<file path="src/rtl/mlptw_pkg.sv">
// Package with the request and response types, codes and walker states of the page table walker.
package mlptw_pkg;

    // Request kinds.
    localparam logic KIND_TRANSLATE = 1'b0;
    localparam logic KIND_ALLOCATE  = 1'b1;

    // Response status codes.
    localparam logic [1:0] STATUS_OK        = 2'd0;
    localparam logic [1:0] STATUS_UNMAPPED  = 2'd1;
    localparam logic [1:0] STATUS_NO_FRAMES = 2'd2;

    // Fixed field widths of the channels.
    localparam int VA_WIDTH = 48;
    localparam int PA_WIDTH = 20;

    typedef struct packed {
        logic                kind;
        logic [VA_WIDTH-1:0] virtual_address;
    } walk_req_t;

    typedef struct packed {
        logic [PA_WIDTH-1:0] physical_address;
        logic [1:0]          status;
    } walk_rsp_t;

    // Strobes that the walker gives to the table memory.
    typedef struct packed {
        logic rd_en;
        logic wr_en;
    } ram_ctl_t;

    typedef enum logic [1:0] {
        ST_IDLE,
        ST_READ,
        ST_CHECK,
        ST_RESP
    } walk_state_t;

endpackage

</file>
<file path="src/rtl/mlptw_walk_ctrl.sv">
// Walk sequencer: steps through the levels, one table read and check per level.
module mlptw_walk_ctrl #(
    parameter int OFFSET_BITS = 12,
    parameter int LEVEL_COUNT = 4,
    parameter int FRAME_COUNT = 256
) (
    input  logic                                           aclk,
    input  logic                                           aresetn,
    input  logic                                           sweep_busy,
    input  logic                                           s_valid,
    output logic                                           s_ready,
    input  mlptw_pkg::walk_req_t                           s_req,
    output logic                                           m_valid,
    input  logic                                           m_ready,
    output mlptw_pkg::walk_rsp_t                           m_rsp,
    output mlptw_pkg::ram_ctl_t                            ram_ctl,
    output logic [$clog2(FRAME_COUNT)+OFFSET_BITS-4:0]     ram_addr,
    output logic [$clog2(FRAME_COUNT):0]                   ram_wdata,
    input  logic [$clog2(FRAME_COUNT):0]                   ram_rdata,
    input  logic                                           alloc_avail,
    input  logic [$clog2(FRAME_COUNT)-1:0]                 alloc_frame,
    output logic                                           alloc_take
);

    localparam int FW       = $clog2(FRAME_COUNT);
    localparam int IDX_BITS = OFFSET_BITS - 3;
    localparam int LW       = LEVEL_COUNT * IDX_BITS;
    localparam int LVW      = (LEVEL_COUNT > 1) ? $clog2(LEVEL_COUNT) : 1;

    mlptw_pkg::walk_state_t state_reg, state_next;
    logic                   kind_reg, kind_next;
    logic [LW-1:0]          idx_vec_reg, idx_vec_next;
    logic [OFFSET_BITS-1:0] offset_reg, offset_next;
    logic [FW-1:0]          table_reg, table_next;
    logic [LVW-1:0]         level_reg, level_next;
    logic [FW-1:0]          root_frame_reg, root_frame_next;
    logic                   root_present_reg, root_present_next;
    mlptw_pkg::walk_rsp_t   rsp_reg, rsp_next;

    logic                   entry_valid;
    logic [FW-1:0]          child_frame;
    logic [FW+OFFSET_BITS-1:0] pa_full;

    // The current level's index always sits at the top of the index vector.
    assign ram_addr    = {table_reg, idx_vec_reg[LW-1 -: IDX_BITS]};
    assign ram_wdata   = {alloc_frame, 1'b1};
    assign entry_valid = ram_rdata[0];
    assign child_frame = entry_valid ? ram_rdata[FW:1] : alloc_frame;
    assign pa_full     = {child_frame, offset_reg};

    assign s_ready = (state_reg == mlptw_pkg::ST_IDLE) && !sweep_busy;
    assign m_valid = (state_reg == mlptw_pkg::ST_RESP);
    assign m_rsp   = rsp_reg;

    // Next state and datapath control.
    always_comb begin
        state_next        = state_reg;
        kind_next         = kind_reg;
        idx_vec_next      = idx_vec_reg;
        offset_next       = offset_reg;
        table_next        = table_reg;
        level_next        = level_reg;
        root_frame_next   = root_frame_reg;
        root_present_next = root_present_reg;
        rsp_next          = rsp_reg;
        ram_ctl           = '0;
        alloc_take        = 1'b0;

        case (state_reg)
            mlptw_pkg::ST_IDLE: begin
                if (s_valid && s_ready) begin
                    kind_next    = s_req.kind;
                    offset_next  = s_req.virtual_address[OFFSET_BITS-1:0];
                    idx_vec_next = LW'(s_req.virtual_address >> OFFSET_BITS);
                    level_next   = '0;
                    if (root_present_reg) begin
                        table_next = root_frame_reg;
                        state_next = mlptw_pkg::ST_READ;
                    end else if (s_req.kind == mlptw_pkg::KIND_TRANSLATE) begin
                        rsp_next   = '{physical_address: '0,
                                       status: mlptw_pkg::STATUS_UNMAPPED};
                        state_next = mlptw_pkg::ST_RESP;
                    end else if (!alloc_avail) begin
                        rsp_next   = '{physical_address: '0,
                                       status: mlptw_pkg::STATUS_NO_FRAMES};
                        state_next = mlptw_pkg::ST_RESP;
                    end else begin
                        // First allocation creates the root table.
                        alloc_take        = 1'b1;
                        root_frame_next   = alloc_frame;
                        root_present_next = 1'b1;
                        table_next        = alloc_frame;
                        state_next        = mlptw_pkg::ST_READ;
                    end
                end
            end

            mlptw_pkg::ST_READ: begin
                ram_ctl.rd_en = 1'b1;
                state_next    = mlptw_pkg::ST_CHECK;
            end

            mlptw_pkg::ST_CHECK: begin
                if (!entry_valid && kind_reg == mlptw_pkg::KIND_TRANSLATE) begin
                    rsp_next   = '{physical_address: '0,
                                   status: mlptw_pkg::STATUS_UNMAPPED};
                    state_next = mlptw_pkg::ST_RESP;
                end else if (!entry_valid && !alloc_avail) begin
                    // Tables created so far stay in place.
                    rsp_next   = '{physical_address: '0,
                                   status: mlptw_pkg::STATUS_NO_FRAMES};
                    state_next = mlptw_pkg::ST_RESP;
                end else begin
                    if (!entry_valid) begin
                        alloc_take    = 1'b1;
                        ram_ctl.wr_en = 1'b1;
                    end
                    if (level_reg == LVW'(LEVEL_COUNT - 1)) begin
                        rsp_next   = '{physical_address: mlptw_pkg::PA_WIDTH'(pa_full),
                                       status: mlptw_pkg::STATUS_OK};
                        state_next = mlptw_pkg::ST_RESP;
                    end else begin
                        table_next   = child_frame;
                        level_next   = level_reg + LVW'(1);
                        idx_vec_next = idx_vec_reg << IDX_BITS;
                        state_next   = mlptw_pkg::ST_READ;
                    end
                end
            end

            mlptw_pkg::ST_RESP: begin
                if (m_ready) begin
                    state_next = mlptw_pkg::ST_IDLE;
                end
            end

            default: begin
                state_next = mlptw_pkg::ST_IDLE;
            end
        endcase
    end

    // Control registers.
    always_ff @(posedge aclk) begin
        if (!aresetn) begin
            state_reg        <= mlptw_pkg::ST_IDLE;
            root_frame_reg   <= '0;
            root_present_reg <= 1'b0;
        end else begin
            state_reg        <= state_next;
            root_frame_reg   <= root_frame_next;
            root_present_reg <= root_present_next;
        end
    end

    // Walk payload registers.
    always_ff @(posedge aclk) begin
        kind_reg    <= kind_next;
        idx_vec_reg <= idx_vec_next;
        offset_reg  <= offset_next;
        table_reg   <= table_next;
        level_reg   <= level_next;
        rsp_reg     <= rsp_next;
    end

endmodule

</file>
<file path="config.mk">
export PLATFORM = sky130hd
export DESIGN_NAME = mlptw_walk_ctrl
export DESIGN_NICKNAME = d
export VERILOG_FILES = /design/src/rtl/mlptw_pkg.sv /design/src/rtl/mlptw_walk_ctrl.sv
export SDC_FILE = /design/constraint.sdc
export NUM_CORES = 1
export LEC_CHECK = 0
export BUFFER_PORTS_ARGS = -buffer_cell sky130_fd_sc_hd__buf_2
export CAP_MARGIN = 10
export CELL_PAD_IN_SITES_DETAIL_PLACEMENT = 1
export CELL_PAD_IN_SITES_GLOBAL_PLACEMENT = 1
export CORE_MARGIN = 1.5
export CORE_UTILIZATION = 42
export DETAILED_ROUTE_END_ITERATION = 12
export PLACE_DENSITY_LB_ADDON = 0.1
export SETUP_SLACK_MARGIN = 0.02
export SYNTH_ARGS = -nofsm -noshare
export SYNTH_HDL_FRONTEND = slang
export SYNTH_SLANG_ARGS = --single-unit
</file>
<file path="constraint.sdc">
create_clock -name aclk -period 7.3 [get_ports aclk]
set_input_delay 1.46 -clock aclk [delete_from_list [all_inputs] [get_ports aclk]]
set_output_delay 1.46 -clock aclk [all_outputs]
set_load 0.005 [all_outputs]
</file>
## Word-level counts from Yosys, hierarchy flattened

Cells that the tools add are included.
Widths: inputs -> output; s select.

| storage, ports and cells | value |
|---|---|
| bits in registers | 92 |
| bits in latches | 0 |
| bits in writable memories | 0 |
| ROM bits | 0 |
| input port bits | 72 |
| output and inout port bits | 53 |
| word-level logic and storage cells | 89 |
| memories kept | 0 |

| operators by class | value |
|---|---|
| add/sub/neg operators | 1 |
| multipliers | 0 |
| divide/modulo/power cells | 0 |
| magnitude comparators | 0 |
| eq/ne operators | 14 |
| shift operators | 0 |
| mux-type cells | 47 |
| bitwise operators | 2 |
| reductions and logical operators | 15 |

Operators with widths:

| kind | count |
|---|---|
| $mux 22 | 7 |
| $mux 36 | 4 |
| $pmux 36 s2 | 1 |
| $mux 8 | 8 |
| $pmux 22 s2 | 1 |
| $mux 2 | 12 |
| $pmux 8 s2 | 1 |
| $reduce_and 5->1 | 3 |
| $mux 1 | 10 |
| $ne 3x3->1 const B | 3 |
| $ne 2x2->1 const B | 4 |
| $pmux 2 s4 | 1 |
| $reduce_and 7->1 | 1 |
| $eq 2x2->1 const B | 3 |
| $logic_and 1x1->1 | 4 |
| $ne 2x1->1 const B | 2 |
| $ne 4x4->1 const B | 1 |
| $pmux 2 s2 | 1 |
| $reduce_and 2->1 | 2 |
| $logic_not 1->1 | 3 |
| $add 2x1->2 const B | 1 |
| $eq 2x1->1 const B | 1 |
| $logic_not 2->1 | 1 |
| $not 1->1 | 2 |
| other kinds (2) | 2 |

## Logic depth before layout (Yosys ltp)

| depth | value |
|---|---|
| depth after elaboration | 5 |
| depth in mapped cells | 5 |
| depth with buffers taken out | 3 |

## Least setup slack after synthesis

OpenSTA, ideal clock, no wires.

| path | value |
|---|---|
| path type | input to register |
| start | input alloc_avail |
| end | register idx_vec_reg[0] (enable) |
| setup time | 0.481 ns |
| data arrival time | 4.359 ns |
| data required time | 6.819 ns |
| slack | 2.460 ns |
| cell stages on the path | 3 |
| buffers on the path | 0 |
| path through | a21oi_1 -> o21a_1 -> nor3_1 |

| between the ends | value |
|---|---|
| cells in the longest elaborated chain, start to end | 4 |

RTL lines:

| item | RTL line | source |
|---|---|---|
| start: declaration | mlptw_walk_ctrl.sv:20 | `input logic alloc_avail,` |
| $logic_not 1->1 | mlptw_walk_ctrl.sv:108 | `end else if (!entry_valid && !alloc_avail) begin` |
| $logic_and 1x1->1 | mlptw_walk_ctrl.sv:108 |  |
| $ne 2x2->1 (no source line) | -- |  |
| $reduce_and 5->1 (no source line) | -- |  |
| end signal: assignment | mlptw_walk_ctrl.sv:159 | `idx_vec_reg <= idx_vec_next;` |
| end: declaration | mlptw_walk_ctrl.sv:32 | `logic [LW-1:0] idx_vec_reg, idx_vec_next;` |

Every way passes these cells.
A chain may end at the register's enable or synchronous reset.

## Worst setup path after layout

| path | value |
|---|---|
| start | input sweep_busy |
| end | output alloc_take |

| between the ends | value |
|---|---|
| cells in the longest elaborated chain, start to end | 5 |

RTL lines:

| item | RTL line | source |
|---|---|---|
| start: declaration | mlptw_walk_ctrl.sv:9 | `input logic sweep_busy,` |
| $logic_not 1->1 | mlptw_walk_ctrl.sv:51 | `assign s_ready = (state_reg == mlptw_pkg::ST_IDLE) && !sweep_busy;` |
| $logic_and 1x1->1 | mlptw_walk_ctrl.sv:51 |  |
| $logic_and 1x1->1 | mlptw_walk_ctrl.sv:71 | `if (s_valid && s_ready) begin` |
| $mux 1 | mlptw_walk_ctrl.sv:71 |  |
| $pmux 1 s2 | mlptw_walk_ctrl.sv:69 | `case (state_reg)` |
| end: declaration | mlptw_walk_ctrl.sv:22 | `output logic alloc_take` |

Every way passes these cells.

==> impl_metrics.json <==
{
  "critPathMaxFanout": 9,
  "layout.cells.most_common": "sky130_fd_sc_hd__buf_2",
  "grt.overflow.total": 0,
  "reg2reg_to": "table_reg[3]$_DFFE_PP_",
  "synth.area.top_cells": "sky130_fd_sc_hd__edfxtp_1, sky130_fd_sc_hd__nand2_1, sky130_fd_sc_hd__dfxtp_1",
  "class_of_the_tightest_hold_or_removal_check": "flip-flop to flip-flop",
  "clockRootBuffer": "sky130_fd_sc_hd__clkbuf_8",
  "setup.worst_path.end_class": "output port",
  "avgViaCountPerCell": 4.89,
  "post-cts-setup-buffer-count": 0,
  "all_layer_gr_usage": 0.171,
  "post_dp_cell_area_um2": 4570,
  "route.met3.wl_um": 407,
  "critical-path-max-stage-delay_ns": 0.72,
  "synthDistinctLibCells": 31,
  "yosys_warnings": 0,
  "timing.final.crit_period_ns": 4.58,
  "post_synth_edffs": 81,
  "routed.top_layer": "met4",
  "fp.dieH_um": 100,
  "met2_length_um": 4140,
  "cts_buffers": 9,
  "drv_slew": 0,
  "arrival_time_at_the_worst_endpoint_ns": 3.12,
  "detail_route.wirelength_um": 8360,
  "area_delta_synth_final_pct": 20.3,
  "tns_ns": 0,
  "route.detailed.wl_per_inst_um": 15.1,
  "first_pass_grt_wire_length_um": 13200,
  "worst_path_max_delay_cell": "sky130_fd_sc_hd__nor3_2",
  "total_power_w": 0.00119,
  "relSlewSlack": 0.316,
  "num-fill-cells": 1030,
  "source_of_the_worst_hold_timing_path": "root_frame_reg[6]$_SDFFE_PN0P_",
  "timing.hold.worst_endpoint": "root_frame_reg[6]$_SDFFE_PN0P_",
  "fp-row-count": 35,
  "postCtsResizedCells": 0,
  "p_leak_nw": 2.03,
  "postSynthAreaPerCell_um2": 11.9,
  "timing.reg2reg.worst_path_depth": 4,
  "setup.reg_to_reg.worst_slack_ns": 5.00,
  "tritoncts": "yes",
  "cts.sink_count": 92,
  "outcome": "completed",
  "drt_pre_antenna_iters": 4,
  "detail_route.wirelength.met1_um": 3690,
  "worst_tran_pin_value_ns": 1.02,
  "yosysTopAreaCellShare": 0.612,
  "ff_to_ff_start": "state_reg[0]$_SDFFE_PN0P_",
  "number_of_cells_on_the_worst_hold_path": 2,
  "ys_async_rst_share": 0,
  "initial_core_util": 0.432,
  "cp_cell_sequence": "buf_2, or4b_4, nor3_2, or2_2, buf_2",
  "irDropWorstVdd_mv": 0.0995,
  "io_buffers": 123,
  "syn_inst": 334,
  "die-area_um2": 10100,
  "worstPathRequired_ns": 5.84,
  "unrepaired_setup_endpoints_after_global_routing": "no",
  "antenna_left": 0,
  "synth_seq_cells": 92,
  "postSynthNetCount": 407,
  "final_area_um2": 4780,
  "clockBufferDepth": 2,
  "pin_count_of_the_biggest_net_entering_global_routing": 39,
  "worstSetupStartpointType": "input pin",
  "drv.max_cap_violation_count": 0,
  "die_w_um": 100,
  "synth.cell_area_um2": 3980,
  "htree_levels": 3,
  "num_antenna_cells": 0,
  "drtIter0Drc": 63,
  "timing.final.crit_share": 0.628,
  "cts_hold_repair.buffers": 0,
  "total_number_of_nets_in_the_final_design": 511,
  "antenna_found_initial": 0,
  "setup_viol": 0,
  "path_class": "input pin to output port",
  "post_synthesis_cell_type_with_the_largest_combined_area": "sky130_fd_sc_hd__edfxtp_1",
  "hold_viol_final": 0,
  "kind_of_cell_with_the_highest_combined_delay_on_the_critical_path": "simple AND/OR/NAND/NOR gates",
  "vias": 2709,
  "cellPowerDensity_nw_per_um2": 249,
  "final.setup_skew_ns": 0.0108,
  "dp_hpwl_um": 6030,
  "crit_top_cell": "sky130_fd_sc_hd__buf_2",
  "mostFrequentLayoutCells": "sky130_fd_sc_hd__buf_2, sky130_fd_sc_hd__nand2_1, sky130_fd_sc_hd__edfxtp_1",
  "synth-seq-area-share": 0.667,
  "flip_flop_count_of_the_largest_register_after_layout": 36,
  "drc": 0,
  "clk_pin_slew_ns": 0.09,
  "post_route_cells_drive_above_1_share": 0.370,
  "maxClockFrequency_mhz": 218,
  "coreArea_um2": 9200,
  "grt_pass1_vias": 2672,
  "pin_count": 125,
  "gpl.final_weighted_congestion": 0.804,
  "synth-main-ff-cell": "sky130_fd_sc_hd__edfxtp_1",
  "critPathBufInv": 2,
  "insertion_delay_ns": 0.35
}
-- worst min-delay path, stage by stage (launching register included) --
cell	delay, ns
sky130_fd_sc_hd__dfxtp_1	0.33
sky130_fd_sc_hd__nand2_1	0.05
sky130_fd_sc_hd__mux2i_1	0.05
-- area by class of cell --
cell class | instances | area [um^2] | share of cell area
clock buffers | 10 | 128 | 0.0267
flip-flops and latches | 92 | 2650 | 0.555
repair buffers | 127 | 646 | 0.135
clock inverters | 6 | 87.6 | 0.0183
multi-input cells | 205 | 1120 | 0.234
inverters | 3 | 11.3 | 0.00236
well taps | 111 | 139 | 0.0290
-- cell families (layout without fill, tap and decap cells) --
group,after synthesis,count (layout),share of synthesized area
fa+ha+maj,1,1,0.00315
mux,16,16,0.0403
simple gates,165,165,0.189
buf+inv,37,146,0.0545
compound gates,22,22,0.0447
other cells,1,1,0.000943
flops,92,92,0.667
-- cells in the mapped netlist, types with 2 or more instances --
library cell	number
sky130_fd_sc_hd__nand2b_1	3
sky130_fd_sc_hd__buf_4	18
sky130_fd_sc_hd__buf_2	2
sky130_fd_sc_hd__and2_1	25
sky130_fd_sc_hd__or2_2	9
sky130_fd_sc_hd__o221a_2	8
sky130_fd_sc_hd__nand2_1	102
sky130_fd_sc_hd__nor2_1	13
sky130_fd_sc_hd__nor2b_1	4
sky130_fd_sc_hd__dfxtp_1	11
sky130_fd_sc_hd__nor3_1	4
sky130_fd_sc_hd__inv_1	3
sky130_fd_sc_hd__a21oi_1	4
sky130_fd_sc_hd__o21ai_0	4
sky130_fd_sc_hd__mux2i_1	16
sky130_fd_sc_hd__edfxtp_1	81
sky130_fd_sc_hd__clkbuf_1	13
-- metrics by stage --
step | setup slack, ns | hold slack [ns] | std cells | utilization
after global placement | 2.75 | 0.452 | 538 | 0.496
after detailed placement | 2.70 | 0.459 | 538 | 0.496
after floorplan | 2.46 | 0.435 | 334 | -
after global routing | 2.59 | 0.498 | 554 | 0.520
final | 2.72 | 0.477 | 554 | 0.520
after CTS | 2.70 | 0.477 | 554 | 0.520
-- worst max-delay path by stage --
stage | startpoint | to | slack, ns | cells after the start
6_report | sweep_busy | alloc_take | 2.72 | 5
5_1_grt | sweep_busy | alloc_take | 2.59 | 5
4_1_cts | sweep_busy | alloc_take | 2.70 | 5
3_5_place_dp | sweep_busy | alloc_take | 2.70 | 5
3_3_place_gp | sweep_busy | alloc_take | 2.75 | 5
2_1_floorplan | alloc_avail | idx_vec_reg[0]$_SDFFCE_PP0P_ | 2.46 | 3
-- layer usage --
metal,track usage,vias to the layer above
met1,0.213,1286
met2,0.287,86
met4,0.0618,0
met3,0.0474,11
met5,0,-
li1,-,1326
-- where the power goes --
group / total (W) / internal, W / switching [W] / leakage, nW
logic: 0.000159 / 0.0000665 / 0.0000929 / 1.08
registers: 0.000657 / 0.000640 / 0.0000165 / 0.857
clock network: 0.000373 / 0.000193 / 0.000180 / 0.101
No activity file was read; power rests on OpenSTA's default activity.
