==> config.mk <==
export PLATFORM = sky130hd
export DESIGN_NAME = mlptw_frame_alloc
export DESIGN_NICKNAME = d
export VERILOG_FILES = /design/src/rtl/mlptw_frame_alloc.sv
export SDC_FILE = /design/constraint.sdc
export NUM_CORES = 1
export LEC_CHECK = 0
export BUFFER_PORTS_ARGS = -buffer_cell sky130_fd_sc_hd__buf_2
export CAP_MARGIN = 20
export CORE_AREA = 2 2 39 41
export DETAILED_ROUTE_END_ITERATION = 8
export DIE_AREA = 0 0 41 43
export SLEW_MARGIN = 25
export SYNTH_ARGS = -nofsm -noshare
export SYNTH_HDL_FRONTEND = slang
export SYNTH_SLANG_ARGS = --single-unit
==> constraint.sdc <==
create_clock -name aclk -period 3.58 [get_ports aclk]
set_clock_uncertainty 0.15 [all_clocks]
set_input_delay 0.537 -clock aclk [delete_from_list [all_inputs] [get_ports aclk]]
set_output_delay 0.537 -clock aclk [all_outputs]
set_load 0.05 [all_outputs]
==> src/rtl/mlptw_frame_alloc.sv <==
// Bump frame allocator: hands out frames in increasing order until none are left.
module mlptw_frame_alloc #(
    parameter int FRAME_COUNT = 256
) (
    input  logic                           aclk,
    input  logic                           aresetn,
    input  logic                           take,
    output logic                           avail,
    output logic [$clog2(FRAME_COUNT)-1:0] frame
);

    localparam int FW = $clog2(FRAME_COUNT);

    logic [FW:0] next_free_reg;
    logic [FW:0] next_free_next;

    // The counter is one bit wider so that it can hold the frame count itself.
    assign avail = (next_free_reg < (FW + 1)'(FRAME_COUNT));
    assign frame = next_free_reg[FW-1:0];

    always_comb begin
        next_free_next = next_free_reg;
        if (take && avail) begin
            next_free_next = next_free_reg + (FW + 1)'(1);
        end
    end

    always_ff @(posedge aclk) begin
        if (!aresetn) begin
            next_free_reg <= '0;
        end else begin
            next_free_reg <= next_free_next;
        end
    end

endmodule

======== Yosys cells after proc, flatten, opt, wreduce, memory -nomap -nowiden ========
Index checks and enable logic that the tools add are counted.
word-level totals
  flip-flop bits (word level) ............. 9
  input port bits ......................... 3
  output and inout bits ................... 9
operators by class
  $add $sub $neg .......................... 1
  $lt $le $gt $ge ......................... 1
  reductions and logical operators ........ 1
operators by type and width
  operator                                                        count
  9-bit by 1-bit adder with 9-bit output (second input constant)  1
  9-bit less-than comparator (second input constant)              1
  1-bit logical AND                                               1

======== Logic depth before layout (Yosys ltp) ========
Gate-level depths: netlist of run 1.
  depth after elaboration ................. 2
  depth in mapped cells ................... 4

======== Least setup slack after synthesis of run 1 ========
OpenSTA, ideal clock, no wires.
  path kind ............................... input to register
  from .................................... input take
  to ...................................... register next_free_reg[6]
  setup time .............................. 70 ps
  data arrival time ....................... 1262 ps
  setup slack ............................. 2098 ps
  cell stages on the path ................. 3
  cell sequence ........................... nand4b_4 > or4_1 > a21oi_1
between the ends
  longest elaborated chain between the ends .. 1
ends and longest elaborated chain
  element                 line  RTL
  start: declaration      7     input logic take,
  1-bit logical AND       23    if (take && avail) begin
  end signal: assignment  32    next_free_reg <= next_free_next;
  end: declaration        14    logic [FW:0] next_free_reg;
No other way between the ends.
A chain may end at the register's enable or synchronous reset.

======== Worst setup path in the final report of run 1 ========
  from .................................... register next_free_reg[2]
  to ...................................... output frame[2]
RTL lines
  element           line  RTL
  end: declaration  9     output logic [$clog2(FRAME_COUNT)-1:0] frame
No word-level cell between the ends.

==> results of run 1 <==
-- per-layer routing --
metal | part of all wire | wire length [um] | up-vias
li1 | - | - | 191
met1 | 0.45 | 331 | 152
met2 | 0.44 | 320 | 11
met3 | 0.087 | 63 | 2
met4 | 0.016 | 12 | 0
met5 | 0 | 0 | -
-- final cells by class --
type,count,area (um2)
well taps,16,20.0
clock buffers,4,26.3
inverters,5,18.8
flip-flops and latches,9,180
fillers,157,868
repair buffers,11,55.1
multi-input cells,31,215
-- path summary, 6_finish.rpt --
path,to,depth (start not counted),startpoint
max,frame[2],1,next_free_reg[2]$_SDFFE_PN0P_
min,next_free_reg[7]$_SDFFE_PN0P_,2,next_free_reg[7]$_SDFFE_PN0P_
max reg2reg,next_free_reg[6]$_SDFFE_PN0P_,4,next_free_reg[0]$_SDFFE_PN0P_
min reg2reg,next_free_reg[7]$_SDFFE_PN0P_,2,next_free_reg[7]$_SDFFE_PN0P_
-- logic make-up (layout without fill, tap and decap cells) --
family / count (synthesis) / count (layout) / share of synthesized area
compound gates: 11 / 11 / 0.137
xor+xnor: 2 / 2 / 0.0369
fa+ha+maj: 1 / 1 / 0.0264
buf+inv: 13 / 20 / 0.166
flops: 9 / 9 / 0.380
mux: 1 / 1 / 0.0211
simple gates: 16 / 16 / 0.232
-- power groups by stage --
stage / combinational [mW] / clock (mW) / sequential (mW)
6_report: 0.0213 / 0.0765 / 0.105
5_1_grt: 0.0237 / 0.0844 / 0.106
4_1_cts: 0.0217 / 0.0801 / 0.105
3_5_place_dp: 0.0216 / 0 / 0.107
3_3_place_gp: 0.0216 / 0 / 0.107
2_1_floorplan: 0.0195 / 0 / 0.107
-- synth_stat cells --
cell type,number,area share
nand3b_1,2,0.032
or4_1,3,0.047
inv_1,5,0.040
buf_4,8,0.13
xor2_1,1,0.018
nand3_1,1,0.011
or3_1,2,0.026
nor2b_1,1,0.013
a21oi_1,5,0.053
mux2i_1,1,0.021
o31ai_1,3,0.047
nor2_1,3,0.024
nand2_1,2,0.016
nand4b_4,1,0.050
xnor2_1,1,0.018
nor4_1,1,0.013
o21ai_0,2,0.021
o21a_1,1,0.016
dfxtp_1,9,0.38
ha_1,1,0.026
==> impl_metrics.env, run 1 <==
export IMPL_gp_congestion=0.746
export IMPL_slew_headroom=0.809
export IMPL_crit_family="flip-flops"
export IMPL_insertion_delay_ns=0.26
export IMPL_layout_common_cells="buf_2, dfxtp_1, inv_1, a21oi_1"
export IMPL_use_met1=0.152
export IMPL_area_delta_synth_final_pct=8.71
export IMPL_ys_ff_latch=9
export IMPL_crit_type="flop to primary output"
export IMPL_power_density_nw_per_um2=394
export IMPL_rrSetupSlack_ns=2.09
export IMPL_critical_path_max_stage_delay_ns=0.41
export IMPL_grtUsageMet3=0.0785
export IMPL_ys_seq_area_frac=0.380
export IMPL_drt_total_wl_um=728
export IMPL_cp_end_kind="primary output"
export IMPL_grt_ovfl_total=0
export IMPL_core_region_area_um2=1380
export IMPL_largest_register_ffs=9
export IMPL_utilization=0.373
export IMPL_grt_use_met2=0.150
export IMPL_grt_pass1_vias=326
export IMPL_setup_viol=0
export IMPL_worst_ep_arrival_time_ns=0.97
export IMPL_ant_nets=0
export IMPL_ios=12
export IMPL_final_area_um2=515
export IMPL_p_comb_frac=0.105
export IMPL_cts_sinks=9
export IMPL_place_port_buffers=11
export IMPL_netSwitchingPower_mw=0.0513
export IMPL_path_cells="buf_2"
export IMPL_ys_warn_count=0
export IMPL_p_total_mw=0.203
export IMPL_vias_per_cell=4.68
export IMPL_antenna_cells=0
export IMPL_cap_violations=0
export IMPL_grt_busiest_layer="met1"
export IMPL_drt_iter0_drc=7
export IMPL_post_dp_cell_area_um2=489
export IMPL_fin_cells=76
export IMPL_cp_required_ns=2.89
export IMPL_drt_pass1_iterations=2
export IMPL_mostFrequentLayoutCell="buf_2"
export IMPL_holdWs_ns=0.344
export IMPL_htreeDepth=1
export IMPL_cp_slowest_cell="dfxtp_1"
export IMPL_tns_ns=0
export IMPL_syn_area_um2=474
export IMPL_place_inst=72
export IMPL_start_util=0.343
export IMPL_netlist_instances=53
export IMPL_critPathMaxFanout=4
export IMPL_p_int_mw=0.152
export IMPL_startpoint_type="flop"
export IMPL_clock_fmax_ghz=0.604
export IMPL_ys_types=20
export IMPL_cts_buffers=3
export IMPL_cts_root_buf="clkbuf_4"
export IMPL_hpwl_um=551
export IMPL_clk_path_buf_depth=2
export IMPL_status="complete, no violations"
export IMPL_dieArea_um2=1760
export IMPL_cp_buffers_inverters=1
export IMPL_synth_nets=57
export IMPL_min_period_over_period=0.462
export IMPL_die_y_um=43
export IMPL_wl_per_cell_um=9.58
export IMPL_fin_ws_ns=1.92
export IMPL_grt_use_total=0.120
export IMPL_row_count=14
export IMPL_power_frac_clock=0.377
export IMPL_vdd_drop_max_mv=0.201
export IMPL_grt_first_pass_wirelength_um=1380
export IMPL_grt_start_max_net_pins=10
export IMPL_drc=0
export IMPL_die_w_um=41
export IMPL_fin_nets=65
export IMPL_period_minus_slack_ns=1.66
export IMPL_finalHoldViolations=0
export IMPL_rsz0062_at_grt="no"
export IMPL_antenna_found_initial=0
export IMPL_vias=356
export IMPL_p_leak_nw=0.213
export IMPL_clk_pin_slew_ns=0.06
export IMPL_preCtsSetupSlack_ns=1.90
export IMPL_ctsHoldBuffers=0
export IMPL_worstMarginPinSlew_ns=0.283
export IMPL_swShare=0.253
export IMPL_cts_resized=0
export IMPL_hold_path_class="flop to flop"
export IMPL_cts_tree="done"
export IMPL_pwr_share_seq=0.518
export IMPL_cts_setup_buffers=0
export IMPL_layout_drive_gt1_share=0.250
export IMPL_finalMaxSlewViolations=0
export IMPL_avgSynthCellArea_um2=8.95
Note: power is estimated with default switching activity, not from simulation.
==> run 2: changes to the inputs <==
==> constraint.sdc (replaced) <==
create_clock -name aclk -period 1.3 [get_ports aclk]
set_clock_uncertainty 0.15 [all_clocks]
set_input_delay 0.195 -clock aclk [delete_from_list [all_inputs] [get_ports aclk]]
set_output_delay 0.195 -clock aclk [all_outputs]
set_load 0.05 [all_outputs]
==> run 2 against run 1 <==
- the run now ends with negative setup slack left
- hold slack got worse by 0.33 ns
- setup slack got worse by 2.0 ns
- largest cell class unchanged
- sequential power rose to 2.8 times the previous value
- sequential share of layout area fell by 7.8 points
- register-to-register slack got worse by 2.1 ns
- via count rose by 20%
- die area did not move
- design area rose by 38%
- global-route usage rose by 1.8 points
- non-clock buffer count rose by 13
- power rose to 3.0 times the previous value
==> impl_metrics.env, run 2 (same netlist as run 1, synthesis figures left out) <==
export IMPL_wl_per_cell_um=11.0
export IMPL_crit_family="simple AND/OR/NAND/NOR gates"
export IMPL_ant_nets=0
export IMPL_dr_wl_met2_um=449
export IMPL_grt_first_pass_wirelength_um=1630
export IMPL_die_y_um=43
export IMPL_vdd_drop_max_mv=0.472
export IMPL_wl_met3_um=73
export IMPL_core_region_area_um2=1380
export IMPL_vias_per_cell=4.80
export IMPL_cap_violations=0
export IMPL_swShare=0.270
export IMPL_cts_root_buf="clkbuf_4"
export IMPL_area_delta_synth_final_pct=50.4
export IMPL_drt_total_wl_um=983
export IMPL_finalMaxSlewViolations=0
export IMPL_p_int_mw=0.441
export IMPL_place_port_buffers=11
export IMPL_min_period_over_period=1.04
export IMPL_clk_path_buf_depth=2
export IMPL_vias=427
export IMPL_layout_drive_gt1_share=0.548
export IMPL_rsz0062_at_grt="yes"
export IMPL_cp_required_ns=1.35
export IMPL_finalHoldViolations=0
export IMPL_drc=0
export IMPL_hpwl_um=704
export IMPL_cp_slowest_cell="or4_1"
export IMPL_pwr_share_seq=0.487
export IMPL_row_count=14
export IMPL_drt_met1_wl_um=461
export IMPL_grt_ovfl_total=0
export IMPL_start_util=0.343
export IMPL_hold_path_class="input port to flop"
export IMPL_clock_fmax_ghz=0.736
export IMPL_p_comb_frac=0.148
export IMPL_drt_pass1_iterations=3
export IMPL_ios=12
export IMPL_critical_path_max_stage_delay_ns=0.46
export IMPL_critPathMaxFanout=4
export IMPL_grt_start_max_net_pins=9
export IMPL_p_leak_nw=0.321
export IMPL_cts_setup_buffers=0
export IMPL_crit_type="flop to flop"
export IMPL_worstMarginPinSlew_ns=0.263
export IMPL_setup_viol=2
export IMPL_seqCellArea_um2=194
export IMPL_die_w_um=41
export IMPL_p_total_mw=0.604
export IMPL_largest_register_ffs=9
export IMPL_power_frac_clock=0.366
export IMPL_status="finished with violations"
export IMPL_preCtsSetupSlack_ns=-0.0579
export IMPL_power_density_nw_per_um2=847
export IMPL_cts_buffers=3
export IMPL_cts_sinks=9
export IMPL_path_cells="ha_4, inv_2, or4_1, a21oi_1"
export IMPL_insertion_delay_ns=0.26
export IMPL_antenna_found_initial=0
export IMPL_worst_ep_arrival_time_ns=1.40
export IMPL_fin_cells=89
export IMPL_holdWs_ns=0.0133
export IMPL_fin_nets=78
export IMPL_drt_iter0_drc=3
export IMPL_clk_pin_slew_ns=0.06
export IMPL_htreeDepth=1
export IMPL_failed_checks="negative setup slack"
export IMPL_grt_use_total=0.138
export IMPL_multiInputGateArea_um2=250
export IMPL_gp_congestion=0.675
export IMPL_dieArea_um2=1760
export IMPL_layout_common_cells="buf_4, buf_6, a21oi_1, dfxtp_2, buf_2"
export IMPL_cp_buffers_inverters=1
export IMPL_highest_layer="met3"
export IMPL_netSwitchingPower_mw=0.163
export IMPL_grt_pass1_vias=389
export IMPL_cp_end_kind="flop"
export IMPL_startpoint_type="flop"
export IMPL_slew_headroom=0.824
export IMPL_fillerInstances=135
export IMPL_place_inst=85
export IMPL_period_minus_slack_ns=1.36
export IMPL_antenna_cells=0
export IMPL_fin_ws_ns=-0.0582
export IMPL_mostFrequentLayoutCell="buf_4"
export IMPL_cts_tree="done"
-- run 2: power groups by stage --
stage | Clock, mW | Combinational [mW] | Sequential, mW
after global placement | 0 | 0.0786 | 0.298
final | 0.221 | 0.0891 | 0.294
after detailed placement | 0 | 0.0785 | 0.298
after CTS | 0.232 | 0.0842 | 0.294
after floorplan | 0 | 0.0556 | 0.299
after global routing | 0.245 | 0.0993 | 0.295
-- run 2: repair_timing --
action	in CTS	in global routing
endpoints found under the setup margin	12	10
resized for setup	16	11
gates cloned	0	0
hold endpoints to repair	0	0
hold buffers	0	0
pin swaps	5	6
-- run 2: layer usage --
metal  up-vias  global-route usage
li1        218                   -
met1       199               0.174
met2        10               0.194
met3         0              0.0942
met4         0              0.0200
met5         -                   0
-- run 2: worst paths after layout --
kind	start	to	slack [ns]	cells past startpoint
setup reg to reg	next_free_reg[0]$_SDFFE_PN0P_	next_free_reg[6]$_SDFFE_PN0P_	-0.06	4
setup / recovery	next_free_reg[0]$_SDFFE_PN0P_	next_free_reg[6]$_SDFFE_PN0P_	-0.06	4
hold / removal	aresetn	next_free_reg[8]$_SDFFE_PN0P_	0.01	2
hold reg to reg	next_free_reg[7]$_SDFFE_PN0P_	next_free_reg[7]$_SDFFE_PN0P_	0.35	2
-- run 2: final cells by class --
cell class / instances / share of cell area
flip-flops and latches: 9 / 0.272
clock buffers: 4 / 0.0368
inverters: 5 / 0.0263
multi-input cells: 31 / 0.351
repair buffers: 24 / 0.286
well taps: 16 / 0.0281
-- run 2: per-stage QoR --
stage / instance area, um2 / setup TNS, ns / util
CTS: 671 / -0.102 / 0.485
detailed placement: 603 / -0.177 / 0.436
floorplan: 490 / -0.0357 / -
global route: 713 / -0.380 / 0.515
finish: 713 / -0.0761 / 0.515
global placement: 603 / -0.0889 / 0.436
==> run 3: changes to the inputs <==
--- a/config.mk
+++ b/config.mk
@@ -10,6 +10,7 @@
 export CORE_AREA = 2 2 39 41
 export DETAILED_ROUTE_END_ITERATION = 8
 export DIE_AREA = 0 0 41 43
+export MAX_ROUTING_LAYER = met4
 export SLEW_MARGIN = 25
 export SYNTH_ARGS = -nofsm -noshare
 export SYNTH_HDL_FRONTEND = slang
==> constraint.sdc (replaced) <==
create_clock -name aclk -period 1.53 [get_ports aclk]
set_clock_uncertainty 0.15 [all_clocks]
set_input_delay 0.0765 -clock aclk [delete_from_list [all_inputs] [get_ports aclk]]
set_output_delay 0.0765 -clock aclk [all_outputs]
set_load 0.05 [all_outputs]
==> run 3 against run 2 <==
- the run now ends clean
- hold slack better by 0.057 ns
- combinational power down 35%
- largest cell class unchanged
- maximum frequency down 6.1%
- sequential share of layout area up 6.1 points
==> impl_metrics.env, run 3 (same netlist as run 1, synthesis figures left out) <==
export IMPL_cts_root_buf="clkbuf_4"
export IMPL_core_region_area_um2=1380
export IMPL_grt_start_max_net_pins=10
export IMPL_cp_required_ns=1.58
export IMPL_htreeDepth=1
export IMPL_p_total_mw=0.490
export IMPL_cts_buffers=3
export IMPL_worst_ep_arrival_time_ns=1.50
export IMPL_layout_common_cells="buf_2, dfxtp_1, inv_1, a21oi_1"
export IMPL_power_density_nw_per_um2=883
export IMPL_period_minus_slack_ns=1.45
export IMPL_startpoint_type="flop"
export IMPL_critPathMaxFanout=5
export IMPL_grt_pass1_vias=328
export IMPL_area_delta_synth_final_pct=17.2
export IMPL_grt_ovfl_total=0
export IMPL_rrSetupSlack_ns=0.08
export IMPL_die_y_um=43
export IMPL_clk_pin_slew_ns=0.06
export IMPL_fin_cells=80
export IMPL_wl_per_cell_um=10.2
export IMPL_cap_violations=0
export IMPL_vias=376
export IMPL_slew_headroom=0.807
export IMPL_drt_pass1_iterations=3
export IMPL_cts_tree="done"
export IMPL_status="complete, no violations"
export IMPL_dieArea_um2=1760
export IMPL_finalHoldViolations=0
export IMPL_finalMaxSlewViolations=0
export IMPL_cts_setup_buffers=0
export IMPL_place_inst=75
export IMPL_path_cells="ha_2, inv_1, or4_1, a21oi_1"
export IMPL_start_util=0.343
export IMPL_crit_family="simple AND/OR/NAND/NOR gates"
export IMPL_antenna_cells=0
export IMPL_rsz0062_at_grt="no"
export IMPL_critical_path_max_stage_delay_ns=0.50
export IMPL_gp_congestion=0.755
export IMPL_utilization=0.401
export IMPL_cp_buffers_inverters=1
export IMPL_place_port_buffers=11
export IMPL_fin_nets=69
export IMPL_drt_iter0_drc=1
export IMPL_antenna_found_initial=0
export IMPL_dr_wl_met2_um=383
export IMPL_clock_fmax_ghz=0.691
export IMPL_hold_path_class="input port to flop"
export IMPL_drt_met1_wl_um=363
export IMPL_wl_met3_um=48
export IMPL_row_count=14
export IMPL_p_leak_nw=0.232
export IMPL_fillerInstances=150
export IMPL_min_period_over_period=0.946
export IMPL_crit_type="flop to flop"
export IMPL_clk_path_buf_depth=2
export IMPL_layout_drive_gt1_share=0.328
export IMPL_die_w_um=41
export IMPL_mostFrequentLayoutCell="buf_2"
export IMPL_vias_per_cell=4.70
export IMPL_setup_viol=0
export IMPL_ant_nets=0
export IMPL_largest_register_ffs=9
export IMPL_grt_use_total=0.118
export IMPL_cp_end_kind="flop"
export IMPL_vdd_drop_max_mv=0.490
export IMPL_highest_layer="met4"
export IMPL_tns_ns=0
export IMPL_ios=12
export IMPL_drt_total_wl_um=814
export IMPL_cts_sinks=9
export IMPL_insertion_delay_ns=0.26
export IMPL_cp_slowest_cell="or4_1"
export IMPL_grt_first_pass_wirelength_um=1300
export IMPL_worstMarginPinSlew_ns=0.287
export IMPL_holdWs_ns=0.0703
export IMPL_drc=0
run 3: final cells by class:
type | count | area, um2 | share of cell area
inverters | 5 | 18.8 | 0.0338
flip-flops and latches | 9 | 185 | 0.333
repair buffers | 15 | 87.6 | 0.158
multi-input cells | 31 | 218 | 0.392
clock buffers | 4 | 26.3 | 0.0473
well taps | 16 | 20.0 | 0.0360
run 3: report_power, final:
part           leakage, nW  switching, mW  internal, mW
combinational        0.143         0.0380        0.0203
sequential          0.0739        0.00506         0.241
clock               0.0150         0.0858         0.101
run 3: tightest hold or removal path, cell delays in order:
cell,delay [ns]
buf_2,0.13
nand3b_1,0.10
xor2_1,0.07
nor2_1,0.07
run 3: worst paths after layout:
path,from,endpoint,cells after the start
hold reg to reg,next_free_reg[7]$_SDFFE_PN0P_,next_free_reg[7]$_SDFFE_PN0P_,2
hold / removal,take,next_free_reg[2]$_SDFFE_PN0P_,4
setup / recovery,next_free_reg[1]$_SDFFE_PN0P_,next_free_reg[6]$_SDFFE_PN0P_,4
setup reg to reg,next_free_reg[1]$_SDFFE_PN0P_,next_free_reg[6]$_SDFFE_PN0P_,4
run 3: layer usage:
metal / up-vias / track usage
met4: 0 / 0.0600
met1: 161 / 0.124
li1: 203 / -
met5: - / -
met3: 2 / 0.0628
met2: 10 / 0.172
run 3: metrics by stage:
stage / setup WS (ns) / cell area (um2)
after floorplan: 0.103 / 474
after global placement: 0.0940 / 512
after detailed placement: 0.0512 / 512
after CTS: 0.0317 / 548
after global routing: 0.0108 / 556
final: 0.0830 / 556
run 3: repair_timing:
action | in CTS | in global routing
setup endpoints to repair | 0 | 1
endpoints found under the hold margin | 1 | 0
hold buffers | 1 | 0
gates resized for setup | 0 | 4
